<file path="src/hw/rtl/cfd_pkg.sv">
// Package with shared constants, types and helpers for the complex FIR decimator.
`timescale 1ns / 1ps
package cfd_pkg;
    localparam int MAX_TAPS    = 1024;
    localparam int SAMPLE_BITS = 16;
    localparam int COEF_BITS   = 16;
    localparam int ADDR_BITS   = $clog2(MAX_TAPS);
    localparam int TAPC_BITS   = 11;
    localparam int DEC_BITS    = 7;
    localparam int CFG_BITS    = 11;
    localparam int PROD_BITS   = SAMPLE_BITS + COEF_BITS;
    localparam int ACC_BITS    = PROD_BITS + ADDR_BITS + 1;

    localparam logic [1:0] CFG_TAP_COUNT  = 2'd0;
    localparam logic [1:0] CFG_DECIMATION = 2'd1;
    localparam logic [1:0] CFG_BYPASS     = 2'd2;

    typedef enum logic [1:0] {
        REQ_SAMPLE  = 2'd0,
        REQ_LOAD    = 2'd1,
        REQ_RESTART = 2'd2,
        REQ_NONE    = 2'd3
    } req_t;

    typedef enum logic [1:0] {
        OP_BYPASS = 2'd0,
        OP_FILTER = 2'd1
    } op_t;

    typedef struct packed {
        op_t                           op;
        logic [ADDR_BITS-1:0]          base;
        logic [ADDR_BITS:0]            taps;
        logic signed [SAMPLE_BITS-1:0] si;
        logic signed [SAMPLE_BITS-1:0] sq;
    } cmd_t;

    typedef enum logic [1:0] {
        ST_IDLE,
        ST_RUN,
        ST_DRAIN,
        ST_OUT
    } state_t;

    function automatic logic [SAMPLE_BITS:0] scale_sat(input logic signed [ACC_BITS-1:0] acc);
        logic signed [ACC_BITS-1:0] x;
        logic signed [ACC_BITS-1:0] r;
        logic [SAMPLE_BITS:0] res;
        x = acc + (ACC_BITS'(1) <<< (COEF_BITS - 2));
        r = x >>> (COEF_BITS - 1);
        if (r > ACC_BITS'((1 << (SAMPLE_BITS - 1)) - 1))
            res = {1'b1, 1'b0, {(SAMPLE_BITS-1){1'b1}}};
        else if (r < -ACC_BITS'(1 << (SAMPLE_BITS - 1)))
            res = {1'b1, 1'b1, {(SAMPLE_BITS-1){1'b0}}};
        else
            res = {1'b0, r[SAMPLE_BITS-1:0]};
        return res;
    endfunction
endpackage

</file>
<file path="src/hw/rtl/cfd_queue.sv">
// Two-entry command queue between the front and back parts.
`timescale 1ns / 1ps
module cfd_queue (
    input  logic          clk,
    input  logic          rst_n,
    input  logic          push,
    input  cfd_pkg::cmd_t push_cmd,
    output logic          full,
    input  logic          pop,
    output logic          empty,
    output cfd_pkg::cmd_t head
);
    import cfd_pkg::*;

    cmd_t       mem_reg [2];
    logic       rd_reg, wr_reg;
    logic [1:0] cnt_reg;

    assign full  = cnt_reg == 2'd2;
    assign empty = cnt_reg == 2'd0;
    assign head  = mem_reg[rd_reg];

    always_ff @(posedge clk)
    begin
        if (push)
            mem_reg[wr_reg] <= push_cmd;
    end

    always_ff @(posedge clk or negedge rst_n)
    begin
        if (!rst_n)
        begin
            rd_reg  <= 1'b0;
            wr_reg  <= 1'b0;
            cnt_reg <= '0;
        end
        else
        begin
            if (push)
                wr_reg <= !wr_reg;
            if (pop)
                rd_reg <= !rd_reg;
            cnt_reg <= cnt_reg + {1'b0, push} - {1'b0, pop};
        end
    end
endmodule

</file>
<file path="config.mk">
export PLATFORM = sky130hd
export DESIGN_NAME = cfd_queue
export DESIGN_NICKNAME = d
export VERILOG_FILES = /design/src/hw/rtl/cfd_pkg.sv /design/src/hw/rtl/cfd_queue.sv
export SDC_FILE = /design/constraint.sdc
export NUM_CORES = 1
export LEC_CHECK = 0
export BUFFER_PORTS_ARGS = -buffer_cell sky130_fd_sc_hd__buf_2
export CAP_MARGIN = 0
export CORE_ASPECT_RATIO = 1.4
export CORE_MARGIN = 10
export CORE_UTILIZATION = 25
export DETAILED_ROUTE_END_ITERATION = 7
export GPL_TIMING_DRIVEN = 0
export SETUP_SLACK_MARGIN = 0.15
export SLEW_MARGIN = 0
export SYNTH_ARGS = -nofsm -noshare
export SYNTH_HDL_FRONTEND = slang
export SYNTH_SLANG_ARGS = --single-unit
</file>
<file path="constraint.sdc">
create_clock -name clk -period 7.77 [get_ports clk]
set_clock_uncertainty 0.1 [all_clocks]
set_input_delay 1.554 -clock clk [delete_from_list [all_inputs] [get_ports clk]]
set_output_delay 1.554 -clock clk [all_outputs]
set_load 0.02 [all_outputs]
</file>
; ---- After elaboration in Yosys (flattened, before gate mapping)
; Memories as Yosys holds them, arrays and structs flattened.
; Index checks and enable logic that the tools add are counted.
[totals]
output_inout_bits = 57
in_bits = 59
regBits = 4
n_memories = 1
word_cells = 12
ram_bits = 110
[op_classes]
add_sub_neg = 2
muxes = 2
reduce_logical = 3
eq_ne = 1
[mem_list]
columns = name, depth, width, rd, rd_clocked_by_memory_dff, wr, line
row1 = mem_reg, 2, 55, 1, 0, 1, cfd_queue.sv:15  ; cmd_t mem_reg [2];
[ops]
columns = operator, n
row1 = 2-bit by 1-bit adder with 2-bit output, 1
row2 = 2-bit equality test (second input constant), 1
row3 = 1-bit logical NOT, 2
row4 = 2-bit logical NOT, 1
row5 = 1-bit 2-to-1 mux, 2
row6 = 2-bit by 1-bit subtractor with 2-bit output, 1

; ---- Longest topological paths before layout
[logic_depth]
depth_word = 2
mapped_depth = 5
ltp_nobuf = 5

; ---- Least setup slack after synthesis
; Ideal clock, no wire load.
[synth_timing]
path_kind = input-to-reg
startpoint = input push
endpoint = memory mem_reg[0][0] (netlist name), enable pin
arrival_time_ns = 3.984
setup_slack_ns = 3.211
required_time_ns = 7.195
n_path_buf = 0
stages = 1
cell_sequence = nor2b_1
[synth_via]
elab_chain_cells = 2
[synth_rtl]
columns = item, line
row1 = "start, declared", cfd_queue.sv:6  ; input logic push,
row2 = 1-bit 2-to-1 mux, cfd_queue.sv:25  ; if (push)
row3 = 1-bit 2-to-1 mux (not written as such), cfd_queue.sv:26  ; mem_reg[wr_reg] <= push_cmd;
row4 = "end, declared", cfd_queue.sv:15
; Every way passes these cells.

==> flow_summary.json <==
{
  "status": "finished, final reports clean",
  "cap_viol_max_count": 0,
  "hold_path_sink": "wr_reg$_DFFE_PN0P_",
  "first_pass_grt_wire_length_mm": 14.1,
  "power.ir.vdd_worst_mv": 0.217,
  "final_layout_size_suffix_gt1_share_pct": 62.7,
  "crit_path_end_kind": "primary output",
  "fin_nets": 383,
  "timing_hold_violations_final": 0,
  "path_delay_family": "buffers and inverters",
  "die_h_um": 176,
  "power_density_mw_per_mm2": 410,
  "final_power_uw": 2410,
  "hp-start": "wr_reg$_DFFE_PN0P_",
  "synth.net_count": 247,
  "chipWidth_um": 131,
  "fin_ws_ps": 4490,
  "post-route-period-util_pct": 42.3,
  "worst_hold_path_type": "flip-flop to flip-flop",
  "number_of_antenna_violations_at_the_first_check_in_global_routing": 3,
  "setup_viol": 0,
  "min_path_cells": 1,
  "final_max_slew_viol_count": 0,
  "timing_worst_setup_path_type": "flip-flop to primary output",
  "sum_of_negative_setup_slack_ps": 0,
  "cts.hold.buffers_added": 0,
  "global_route.overflow_total": 0,
  "reported_leakage_power_uw": 0.00233,
  "pin_count_of_the_biggest_net_entering_global_routing": 56,
  "cts_tree": "built",
  "critical_path.reg2reg.startpoint": "wr_reg$_DFFE_PN0P_",
  "timing.critical_path.arrival_ps": 1630,
  "hpwlAfterDp_mm": 6.53,
  "route.detailed.drc": 0,
  "cp_common_cell": "sky130_fd_sc_hd__buf_6",
  "ys_seq_area_share_pct": 78.6,
  "cts-root-to-sink-buffers": 2,
  "postSynthCellCount": 186,
  "drt-pass1-iter-count": 4,
  "drt_first_iter_violations": 86,
  "reg2reg_to": "mem_reg[0][28]$_DFFE_PP_",
  "vias": 2181,
  "maxSlewHeadroom_pct": 45.2,
  "mappedNetlistArea_mm2": 0.00433,
  "first_global_vias": 2479,
  "synth-seq-cells": 114,
  "tightestPinTransition_ps": 822,
  "antenna_nets_post_route": 0,
  "path_clk_slew_ps": 50,
  "syn2layout_area_growth_pct": 35.8,
  "rows": 56,
  "cts-htree-levels": 4,
  "place_worst_setup_slack_ps": 4580,
  "cp_num_buf_inv": 3,
  "syn_avg_cell_area_um2": 23.3,
  "critical_path.cell_chain": "buf_6, buf_6, mux2_4, buf_2",
  "timing.fmax_mhz": 305,
  "post_synth_num_cell_types": 13,
  "critical_path_peak_fanout": 10,
  "critPathLaunchType": "flip-flop",
  "critical_path_required_ps": 6120,
  "postCtsResizedCells": 0,
  "fin_util_pct": 34.8,
  "r2r_cells": 3,
  "vias_per_cell": 3.83,
  "coreArea_mm2": 0.0169,
  "finalCriticalPeriod_ps": 3280,
  "clock_latency_ps": 400,
  "die_area_mm2": 0.0231,
  "track_usage_pct": 8.19,
  "final_weighted_congestion_in_routability_driven_placement": 0.627,
  "postCtsSetupRepairBufs": 0,
  "finalWirelength_mm": 9.21,
  "buffer_ports.inserted": 115,
  "largest_incremental_delay_on_the_critical_path_ps": 350,
  "synthesis.yosys.warnings": 0,
  "initial_core_util_pct": 25.6,
  "crit_slowest_cell": "sky130_fd_sc_hd__dfrtp_1",
  "clk_root_buf": "sky130_fd_sc_hd__clkbuf_16",
  "timing.reg2reg.setup_slack_ps": 5920,
  "tritoncts_num_sinks": 114,
  "routed_wire_length_per_instance_um": 16.2,
  "io_pins": 116,
  "flip_flop_count_of_the_largest_register_all_copies_and_words_added": 110,
  "grt_setup_unrepaired": "no",
  "number_of_buffers_inserted_during_clock_tree_synthesis": 17
}
==> worst register-to-register path, delay by kind of cell (launching register included) <==
kind	cells	cell delay [ps]
buffers and inverters	2	430
DFF	1	420
and+or+nand+nor	1	590
==> logic make-up after synthesis <==
kind of cell / count (synthesis) / share of synthesized area (%)
flops: 114 / 78.6
mux: 55 / 17.8
buf+inv: 8 / 1.59
simple gates: 4 / 0.520
xor+xnor: 3 / 0.953
fa+ha+maj: 2 / 0.578
==> through the flow <==
stage	hold WS [ps]	cell area, um2	cells
after global routing	489	5880	567
final	446	5880	569
after global placement	368	5200	533
after CTS	448	5880	567
after floorplan	355	4330	186
after detailed placement	439	5260	535
==> power breakdown <==
group	internal [uW]	total, uW	switching, uW
logic	337	755	418
registers	819	851	32.7
clock network	533	802	269
==> cell usage after synthesis <==
master                     count  area share (%)
sky130_fd_sc_hd__mux2_4       40              14
sky130_fd_sc_hd__nor2_1        1           0.087
sky130_fd_sc_hd__nor2b_1       2            0.29
sky130_fd_sc_hd__edfxtp_1    110              76
sky130_fd_sc_hd__xor3_1        1            0.55
sky130_fd_sc_hd__ha_1          2            0.58
sky130_fd_sc_hd__dfrtp_1       4             2.3
sky130_fd_sc_hd__inv_1         2            0.17
sky130_fd_sc_hd__buf_6         5             1.3
sky130_fd_sc_hd__mux2_2       15             3.9
sky130_fd_sc_hd__and2_1        1            0.14
sky130_fd_sc_hd__xor2_1        2            0.40
sky130_fd_sc_hd__buf_2         1            0.12
==> cell type report <==
type | instances | area (um2)
fill | 1630 | 11000
sequential | 114 | 3400
multi-input combinational | 64 | 868
timing repair buffer | 117 | 631
clock buffer | 17 | 425
tap | 232 | 290
clock inverter | 15 | 190
buffer | 6 | 61.3
inverter | 2 | 7.51
antenna | 2 | 5.00
==> worst max path at each step <==
stage                             from                  endpoint  cells past startpoint  slack (ps)
global placement                  push  mem_reg[0][20]$_DFFE_PP_                      2        1450
floorplan                         push   mem_reg[0][0]$_DFFE_PP_                      1        3210
CTS                 rd_reg$_DFFE_PN0P_                  head[27]                      4        4430
detailed placement                push  mem_reg[0][20]$_DFFE_PP_                      4        4580
finish              rd_reg$_DFFE_PN0P_                  head[27]                      4        4490
global route        rd_reg$_DFFE_PN0P_                  head[27]                      4        4380
==> placed cells by master (no fill, tap or decap), types with 3 or more instances in the layout <==
cell	count
sky130_fd_sc_hd__clkinvlp_4	4
sky130_fd_sc_hd__bufinv_16	4
sky130_fd_sc_hd__mux2_2	15
sky130_fd_sc_hd__clkinv_2	3
sky130_fd_sc_hd__mux2_4	40
sky130_fd_sc_hd__edfxtp_1	110
sky130_fd_sc_hd__buf_6	5
sky130_fd_sc_hd__dfrtp_1	4
sky130_fd_sc_hd__clkbuf_16	17
sky130_fd_sc_hd__buf_2	116
==> layer usage <==
layer | global-route usage (%) | wire, um
met4 | 4.93 | 187
met1 | 8.12 | 3540
met3 | 3.88 | 618
met5 | 0 | 13
met2 | 13.7 | 4850
No activity file was read; power rests on OpenSTA's default activity.
