$ cat src/hw/rtl/cfd_pkg.sv
// Package with shared constants, types and helpers for the complex FIR decimator.
`timescale 1ns / 1ps
package cfd_pkg;
    localparam int MAX_TAPS    = 1024;
    localparam int SAMPLE_BITS = 16;
    localparam int COEF_BITS   = 16;
    localparam int ADDR_BITS   = $clog2(MAX_TAPS);
    localparam int TAPC_BITS   = 11;
    localparam int DEC_BITS    = 7;
    localparam int CFG_BITS    = 11;
    localparam int PROD_BITS   = SAMPLE_BITS + COEF_BITS;
    localparam int ACC_BITS    = PROD_BITS + ADDR_BITS + 1;

    localparam logic [1:0] CFG_TAP_COUNT  = 2'd0;
    localparam logic [1:0] CFG_DECIMATION = 2'd1;
    localparam logic [1:0] CFG_BYPASS     = 2'd2;

    typedef enum logic [1:0] {
        REQ_SAMPLE  = 2'd0,
        REQ_LOAD    = 2'd1,
        REQ_RESTART = 2'd2,
        REQ_NONE    = 2'd3
    } req_t;

    typedef enum logic [1:0] {
        OP_BYPASS = 2'd0,
        OP_FILTER = 2'd1
    } op_t;

    typedef struct packed {
        op_t                           op;
        logic [ADDR_BITS-1:0]          base;
        logic [ADDR_BITS:0]            taps;
        logic signed [SAMPLE_BITS-1:0] si;
        logic signed [SAMPLE_BITS-1:0] sq;
    } cmd_t;

    typedef enum logic [1:0] {
        ST_IDLE,
        ST_RUN,
        ST_DRAIN,
        ST_OUT
    } state_t;

    function automatic logic [SAMPLE_BITS:0] scale_sat(input logic signed [ACC_BITS-1:0] acc);
        logic signed [ACC_BITS-1:0] x;
        logic signed [ACC_BITS-1:0] r;
        logic [SAMPLE_BITS:0] res;
        x = acc + (ACC_BITS'(1) <<< (COEF_BITS - 2));
        r = x >>> (COEF_BITS - 1);
        if (r > ACC_BITS'((1 << (SAMPLE_BITS - 1)) - 1))
            res = {1'b1, 1'b0, {(SAMPLE_BITS-1){1'b1}}};
        else if (r < -ACC_BITS'(1 << (SAMPLE_BITS - 1)))
            res = {1'b1, 1'b1, {(SAMPLE_BITS-1){1'b0}}};
        else
            res = {1'b0, r[SAMPLE_BITS-1:0]};
        return res;
    endfunction
endpackage

$ cat src/hw/rtl/cfd_front.sv
// Front part: request decode, coefficient and history writes, output phase tracking.
`timescale 1ns / 1ps
module cfd_front (
    input  logic                              clk,
    input  logic                              rst_n,
    input  logic                              in_valid,
    output logic                              in_stall,
    input  logic [1:0]                        req_type,
    input  logic [cfd_pkg::ADDR_BITS-1:0]     coef_index,
    input  logic signed [cfd_pkg::COEF_BITS-1:0]   coef_value,
    input  logic signed [cfd_pkg::SAMPLE_BITS-1:0] sample_i,
    input  logic signed [cfd_pkg::SAMPLE_BITS-1:0] sample_q,
    input  logic [cfd_pkg::TAPC_BITS-1:0]     tap_count,
    input  logic [cfd_pkg::DEC_BITS-1:0]      decimation,
    input  logic                              bypass,
    input  logic                              q_full,
    input  logic                              q_empty,
    input  logic                              back_busy,
    output logic                              q_push,
    output cfd_pkg::cmd_t                     q_cmd,
    output logic                              coef_we,
    output logic [cfd_pkg::ADDR_BITS-1:0]     coef_waddr,
    output logic [cfd_pkg::COEF_BITS-1:0]     coef_wdata,
    output logic                              hist_we,
    output logic [cfd_pkg::ADDR_BITS-1:0]     hist_waddr,
    output logic [2*cfd_pkg::SAMPLE_BITS-1:0] hist_wdata
);
    import cfd_pkg::*;

    logic [ADDR_BITS-1:0] wp_reg, wp_next;
    logic [ADDR_BITS-1:0] wait_reg, wait_next;
    logic [ADDR_BITS:0]   eff_taps;
    logic [DEC_BITS-1:0]  eff_dec;
    logic                 acc;
    req_t                 req;

    // The memories must not change while the back part still reads them.
    assign req      = req_t'(req_type);
    assign in_stall = q_full || !q_empty || back_busy;
    assign acc      = in_valid && !in_stall;
    assign eff_taps = (tap_count == '0) ? (ADDR_BITS+1)'(1) :
                      (tap_count > TAPC_BITS'(MAX_TAPS)) ? (ADDR_BITS+1)'(MAX_TAPS) :
                      tap_count[ADDR_BITS:0];
    assign eff_dec  = (decimation == '0) ? DEC_BITS'(1) : decimation;

    assign coef_we    = acc && req == REQ_LOAD;
    assign coef_waddr = coef_index;
    assign coef_wdata = coef_value;
    assign hist_we    = acc && req == REQ_SAMPLE && !bypass;
    assign hist_waddr = wp_reg;
    assign hist_wdata = {sample_q, sample_i};

    always_comb
    begin
        wp_next     = wp_reg;
        wait_next   = wait_reg;
        q_push      = 1'b0;
        q_cmd.op    = bypass ? OP_BYPASS : OP_FILTER;
        q_cmd.base  = wp_reg;
        q_cmd.taps  = eff_taps;
        q_cmd.si    = sample_i;
        q_cmd.sq    = sample_q;
        if (acc)
        begin
            case (req)
                REQ_RESTART:
                begin
                    wp_next   = '0;
                    wait_next = ADDR_BITS'(eff_taps - 1'b1);
                end
                REQ_SAMPLE:
                begin
                    if (bypass)
                        q_push = 1'b1;
                    else
                    begin
                        wp_next = wp_reg + 1'b1;
                        if (wait_reg != '0)
                            wait_next = wait_reg - 1'b1;
                        else
                        begin
                            wait_next = ADDR_BITS'(eff_dec - 1'b1);
                            q_push    = 1'b1;
                        end
                    end
                end
                default: ;
            endcase
        end
    end

    always_ff @(posedge clk or negedge rst_n)
    begin
        if (!rst_n)
        begin
            wp_reg   <= '0;
            wait_reg <= ADDR_BITS'(30);
        end
        else
        begin
            wp_reg   <= wp_next;
            wait_reg <= wait_next;
        end
    end
endmodule

$ cat config.mk
export PLATFORM = sky130hd
export DESIGN_NAME = cfd_front
export DESIGN_NICKNAME = d
export VERILOG_FILES = /design/src/hw/rtl/cfd_pkg.sv /design/src/hw/rtl/cfd_front.sv
export SDC_FILE = /design/constraint.sdc
export NUM_CORES = 1
export LEC_CHECK = 0
export BUFFER_PORTS_ARGS = -buffer_cell sky130_fd_sc_hd__buf_2
export CAP_MARGIN = 0
export CORE_MARGIN = 2
export CORE_UTILIZATION = 35
export CTS_CLUSTER_SIZE = 16
export DETAILED_ROUTE_END_ITERATION = 16
export PLACE_DENSITY_LB_ADDON = 0.05
export SYNTH_ARGS = -nofsm -noshare
export SYNTH_HDL_FRONTEND = slang
export SYNTH_SLANG_ARGS = --single-unit
$ cat constraint.sdc
create_clock -name clk -period 1.6 [get_ports clk]
set_input_delay 0.08 -clock clk [delete_from_list [all_inputs] [get_ports clk]]
set_output_delay 0.08 -clock clk [all_outputs]
set_load 0.05 [all_outputs]
Word level (Yosys, flattened, before mapping)
Index checks and enable logic that the tools add are counted.

storage, ports and cells
  bits in registers = 20
  logic and storage cells = 38
  bits of input ports = 85

cells by class
  add/subtract/negate cells = 4
  reductions and logical operators = 15
  order comparisons = 1
  equal/unequal tests = 3
  multiplexer cells = 13

operators by type and width
  cell                   count
  $pmux 10 s2            2
  $mux 10                3
  $mux 11                2
  $sub 10x1->10 const B  2
  $gt 11x11->1 const B   1
  $logic_not 11->1       1
  $add 10x1->10 const B  1
  $reduce_bool 10->1     1
  $sub 7x1->8 const B    1
  $logic_not 7->1        1
  $mux 7                 1
  $mux 1                 5
  $logic_and 1x1->1      4
  $logic_not 1->1        3
  $reduce_and 3->1       1
  $eq 2x1->1 const B     1
  $eq 2x2->1 const B     1
  $logic_not 2->1        1
  $logic_or 1x1->1       2
  $ne 2x2->1 const B     1
  $reduce_bool 2->1      1

Depth between registers and ports, before layout
  depth in word-level cells = 7
  mapped depth = 11

Least setup slack after synthesis
No wires, ideal clock.

  path kind = input to register
  from = input port tap_count[7] (netlist bit)
  to = register wait_reg[6]
  slack = -993 ps
  path buffers = 0
  cell stages on the path = 11
  setup time = 136 ps
  required time = 1464 ps
  arrival time = 2458 ps
  cell sequence = or4_1 > nor3_2 > a21oi_1 > nor2_1 > inv_1 > ha_1 > inv_1 > a21oi_1 > and2_1 > o221ai_1 > o211ai_1

RTL lines
  element                 line              text
  start: declaration      cfd_front.sv:13   input logic [cfd_pkg::TAPC_BITS-1:0] tap_count,
  end signal: assignment  cfd_front.sv:102  wait_reg <= wait_next;
  end: declaration        cfd_front.sv:31   logic [ADDR_BITS-1:0] wait_reg, wait_next;

Worst setup path in the final report
  from = register wait_reg[0]
  to = register wait_reg[3]

between the ends
  cells in the longest elaborated chain, start to end = 4
  elaborated cells between the ends (all ways) = 5
  classes of those cells = add/sub (1); mux (3); reduce/logical (1)

RTL lines
  element                                              line                              text
  $sub 10x1->10 or $reduce_bool 10->1 (tied branches)  cfd_front.sv:79, cfd_front.sv:78
  $mux 10 *                                            cfd_front.sv:78                   if (wait_reg != '0)
  $mux 10 *                                            cfd_front.sv:73                   if (bypass)
  $pmux 10 s2 *                                        cfd_front.sv:65                   case (req)

Mark *: on every way between the ends. The rest lies on a longest branch, timed or not. The select of a mux whose other input is x is not followed.
A chain may end at the register's enable or synchronous reset.

==> results.yml <==
power_and_ir_drop:
  pwr-share-seq_pct: 36.0
  power_density_mw_per_mm2: 643
  p_sw_share_pct: 37.7
  p_int_w: 0.00108
  combinationalPowerShare_pct: 43.0
  clockPowerShare_pct: 21.0
  peakVddDrop_v: 0.000231
  p_switching_w: 0.000654
  p_leak_nw: 1.26
sta:
  finalSetupViolCount: 10
  max_freq_mhz: 533
  rsz0062_at_grt: "true"
  clock-skew-final_ps: 6.53
  worst_slew_pin_slew_ps: 501
  post-route-min-period_ps: 1880
  final_max_slew_viol_count: 0
  period_share_pct: 117
  report.final.hold_viol_count: 0
  setup_slack_ps: -276
  slew_headroom_pct: 66.6
setup_path:
  crit_type: "flip-flop to flip-flop"
  crit_path_start_kind: "flip-flop"
  r2r_slack_ps: -280
  r2r_start: "wait_reg[0]"
  crit_path_end_kind: "flip-flop"
  required_ps: 1780
  cp.arrival_ps: 2060
  crit_fanout: 5
  r2r_cells: 9
  rr_endpoint: "wait_reg[3]"
floorplan:
  num_rows: 30
  die_x_microns: 87.7
  core_sq_mm: 0.00679
  io_pins: 212
  start_util_pct: 36.1
  dieArea_sq_mm: 0.00769
  die_h_microns: 87.7
grt:
  antenna_found_initial: 0
  grt_max_degree: 21
  grt_pass1_vias: 1887
  grt_pass1_wl_mm: 9.24
  track_usage_pct: 15.2
  overflow: 0
synthesis:
  ys_types: 59
  ys_ff_latch: 20
  yosysTopAreaCellShare_pct: 31.2
  synth_fp_nets: 388
  syn_inst: 299
  synth_warnings: 0
  syn_avg_cell_area_sq_um: 8.20
  ys_seq_area_share_pct: 20.6
  synthTopCellsByArea: "buf_4, dfrtp_1, dfstp_2, xor2_1, nor2_1"
  syn-cell-area_sq_mm: 0.00245
  yosys.area.top_type: "buf_4"
route:
  vias: 1969
  routed_wl_mm: 5.84
  drtIter0Drc: 63
  wl_per_cell_microns: 14.2
  firstDrtPassIters: 5
  ant_nets: 0
  via_per_inst: 4.80
  drc_errors: 0
job:
  maxCapViolCount: 0
clocking:
  cts_tree: "built"
  numCtsBuffers: 3
  path_clk_slew_ps: 80
  cts.htree.levels: 1
  cts.sinks: 20
  clk_path_buf_depth: 2
  root_buffer: "clkbuf_8"
  insertion_delay_ps: 260
cells_and_area:
  layout-drive-gt1-share_pct: 51.3
  antennaDiodeCount: 0
  finish.utilization_pct: 39.8
  area_growth_pct: 10.2
  post-route-cell-area_sq_mm: 0.00270
  nets: 404
run_status:
  outcome: "finished with violations"
  violations: "negative setup slack"
worst_hold_path:
  hold_end: "coef_wdata[10]"
  whs_path_depth: 0
  hp-start: "coef_value[10]"
  min_path_type: "input pin to primary output"
place:
  io_buffers: 62
  placed_area_sq_mm: 0.00253
  finalWeightedCongestion: 0.777
  dp_hpwl_mm: 4.48
power by group through the flow:
stage               registers (W)  logic (W)  clock network (W)
floorplan                0.000688   0.000952                  0
global placement         0.000634   0.000699                  0
detailed placement       0.000633   0.000693                  0
CTS                      0.000627   0.000731           0.000375
global route             0.000639   0.000815           0.000401
finish                   0.000626   0.000746           0.000364
layout by cell type (no fill, tap or decap), drive strengths merged, types with 5 or more instances in the layout:
cell    instances
buf           119
nor2           20
o21ai          17
dfrtp          16
nand3          12
nor2b          10
xor2           10
inv            10
a21oi           8
nor3            8
nand2           7
nand4           6
clkbuf          5
nor4            5
kinds of logic (layout without fill, tap and decap cells):
family / Yosys count / after routing / synth area share, %
other: 1 / 1 / 0.153
and+or+nand+nor: 91 / 91 / 24.2
AOI/OAI and AO/OA: 49 / 49 / 13.4
DFF: 20 / 20 / 20.6
adders and majority gates: 4 / 4 / 2.04
xor gates and xnor gates: 13 / 13 / 4.64
buffers and inverters: 120 / 135 / 34.5
muxes: 1 / 1 / 0.408
metrics by stage:
| stage | setup WS [ps] | hold slack (ps) | instances | total power (W) | TNS [ps] |
|---|---|---|---|---|---|
| floorplan | -490 | -216 | 299 | 0.00164 | -2360 |
| global placement | -369 | 79.7 | 398 | 0.00133 | -2780 |
| detailed placement | -355 | 79.7 | 398 | 0.00133 | -2770 |
| CTS | -266 | 160 | 407 | 0.00173 | -1670 |
| global route | -335 | 160 | 410 | 0.00185 | -2860 |
| finish | -276 | 160 | 410 | 0.00174 | -1920 |
synthesized netlist by cell type, drive strengths merged:
master	n
a221o	1
o21ai	17
a222oi	1
conb	1
a22o	2
and2	1
dfrtp	16
nor4b	3
or4	4
o31a	2
or3	2
o31ai	4
nand3b	1
and3	2
o41ai	1
xnor2	3
nor2	20
a31oi	1
nor3	8
xor2	10
nand4	6
nor2b	10
a21oi	8
mux2i	1
inv	10
nor3b	3
a311oi	1
nand2b	2
or2	2
nand4b	1
a21o	1
o221ai	2
clkbuf	2
a211oi	2
o32ai	1
a211o	2
nand4bb	1
ha	4
or3b	1
dfstp	4
nand3	12
nand2	7
o211ai	3
buf	108
nor4	5
layer usage:
metal / GRT usage (%) / vias up / wire (microns)
li1: - / 964 / -
met1: 19.0 / 938 / 2520
met2: 26.3 / 57 / 2980
met3: 3.20 / 10 / 305
met4: 4.06 / 0 / 33
met5: 0 / - / 0
worst max-delay path, cell delays in order, from the launching register on:
cell	delay (ps)
dfrtp_1	390
inv_2	90
ha_4	140
nor4b_4	290
nand3_4	180
buf_4	180
buf_6	110
a211o_1	250
nand3_2	90
nand4_1	80
worst max-delay path by stage:
stage / startpoint / end / cells past startpoint
after floorplan: tap_count[7] / wait_reg[8] / 10
after global placement: tap_count[7] / wait_reg[6] / 12
after detailed placement: tap_count[7] / wait_reg[6] / 12
after CTS: wait_reg[0] / q_push / 6
after global routing: wait_reg[0] / wait_reg[8] / 8
final: wait_reg[0] / wait_reg[3] / 9
what timing repair did:
item                                    4_1_cts  5_1_grt
endpoints found under the setup margin       12       12
hold buffers                                  1        0
buffers inserted                              4        4
endpoints found under the hold margin        16        0
pin swaps                                    11       11
gates resized for setup                      10        9
layout make-up:
type / instances / area (sq um)
fill: 710 / 4090
sequential: 20 / 505
timing repair buffer: 121 / 779
clock buffer: 4 / 45.0
multi-input combinational: 159 / 1210
tap: 96 / 120
inverter: 10 / 37.5
No activity file was read; power rests on OpenSTA's default activity.
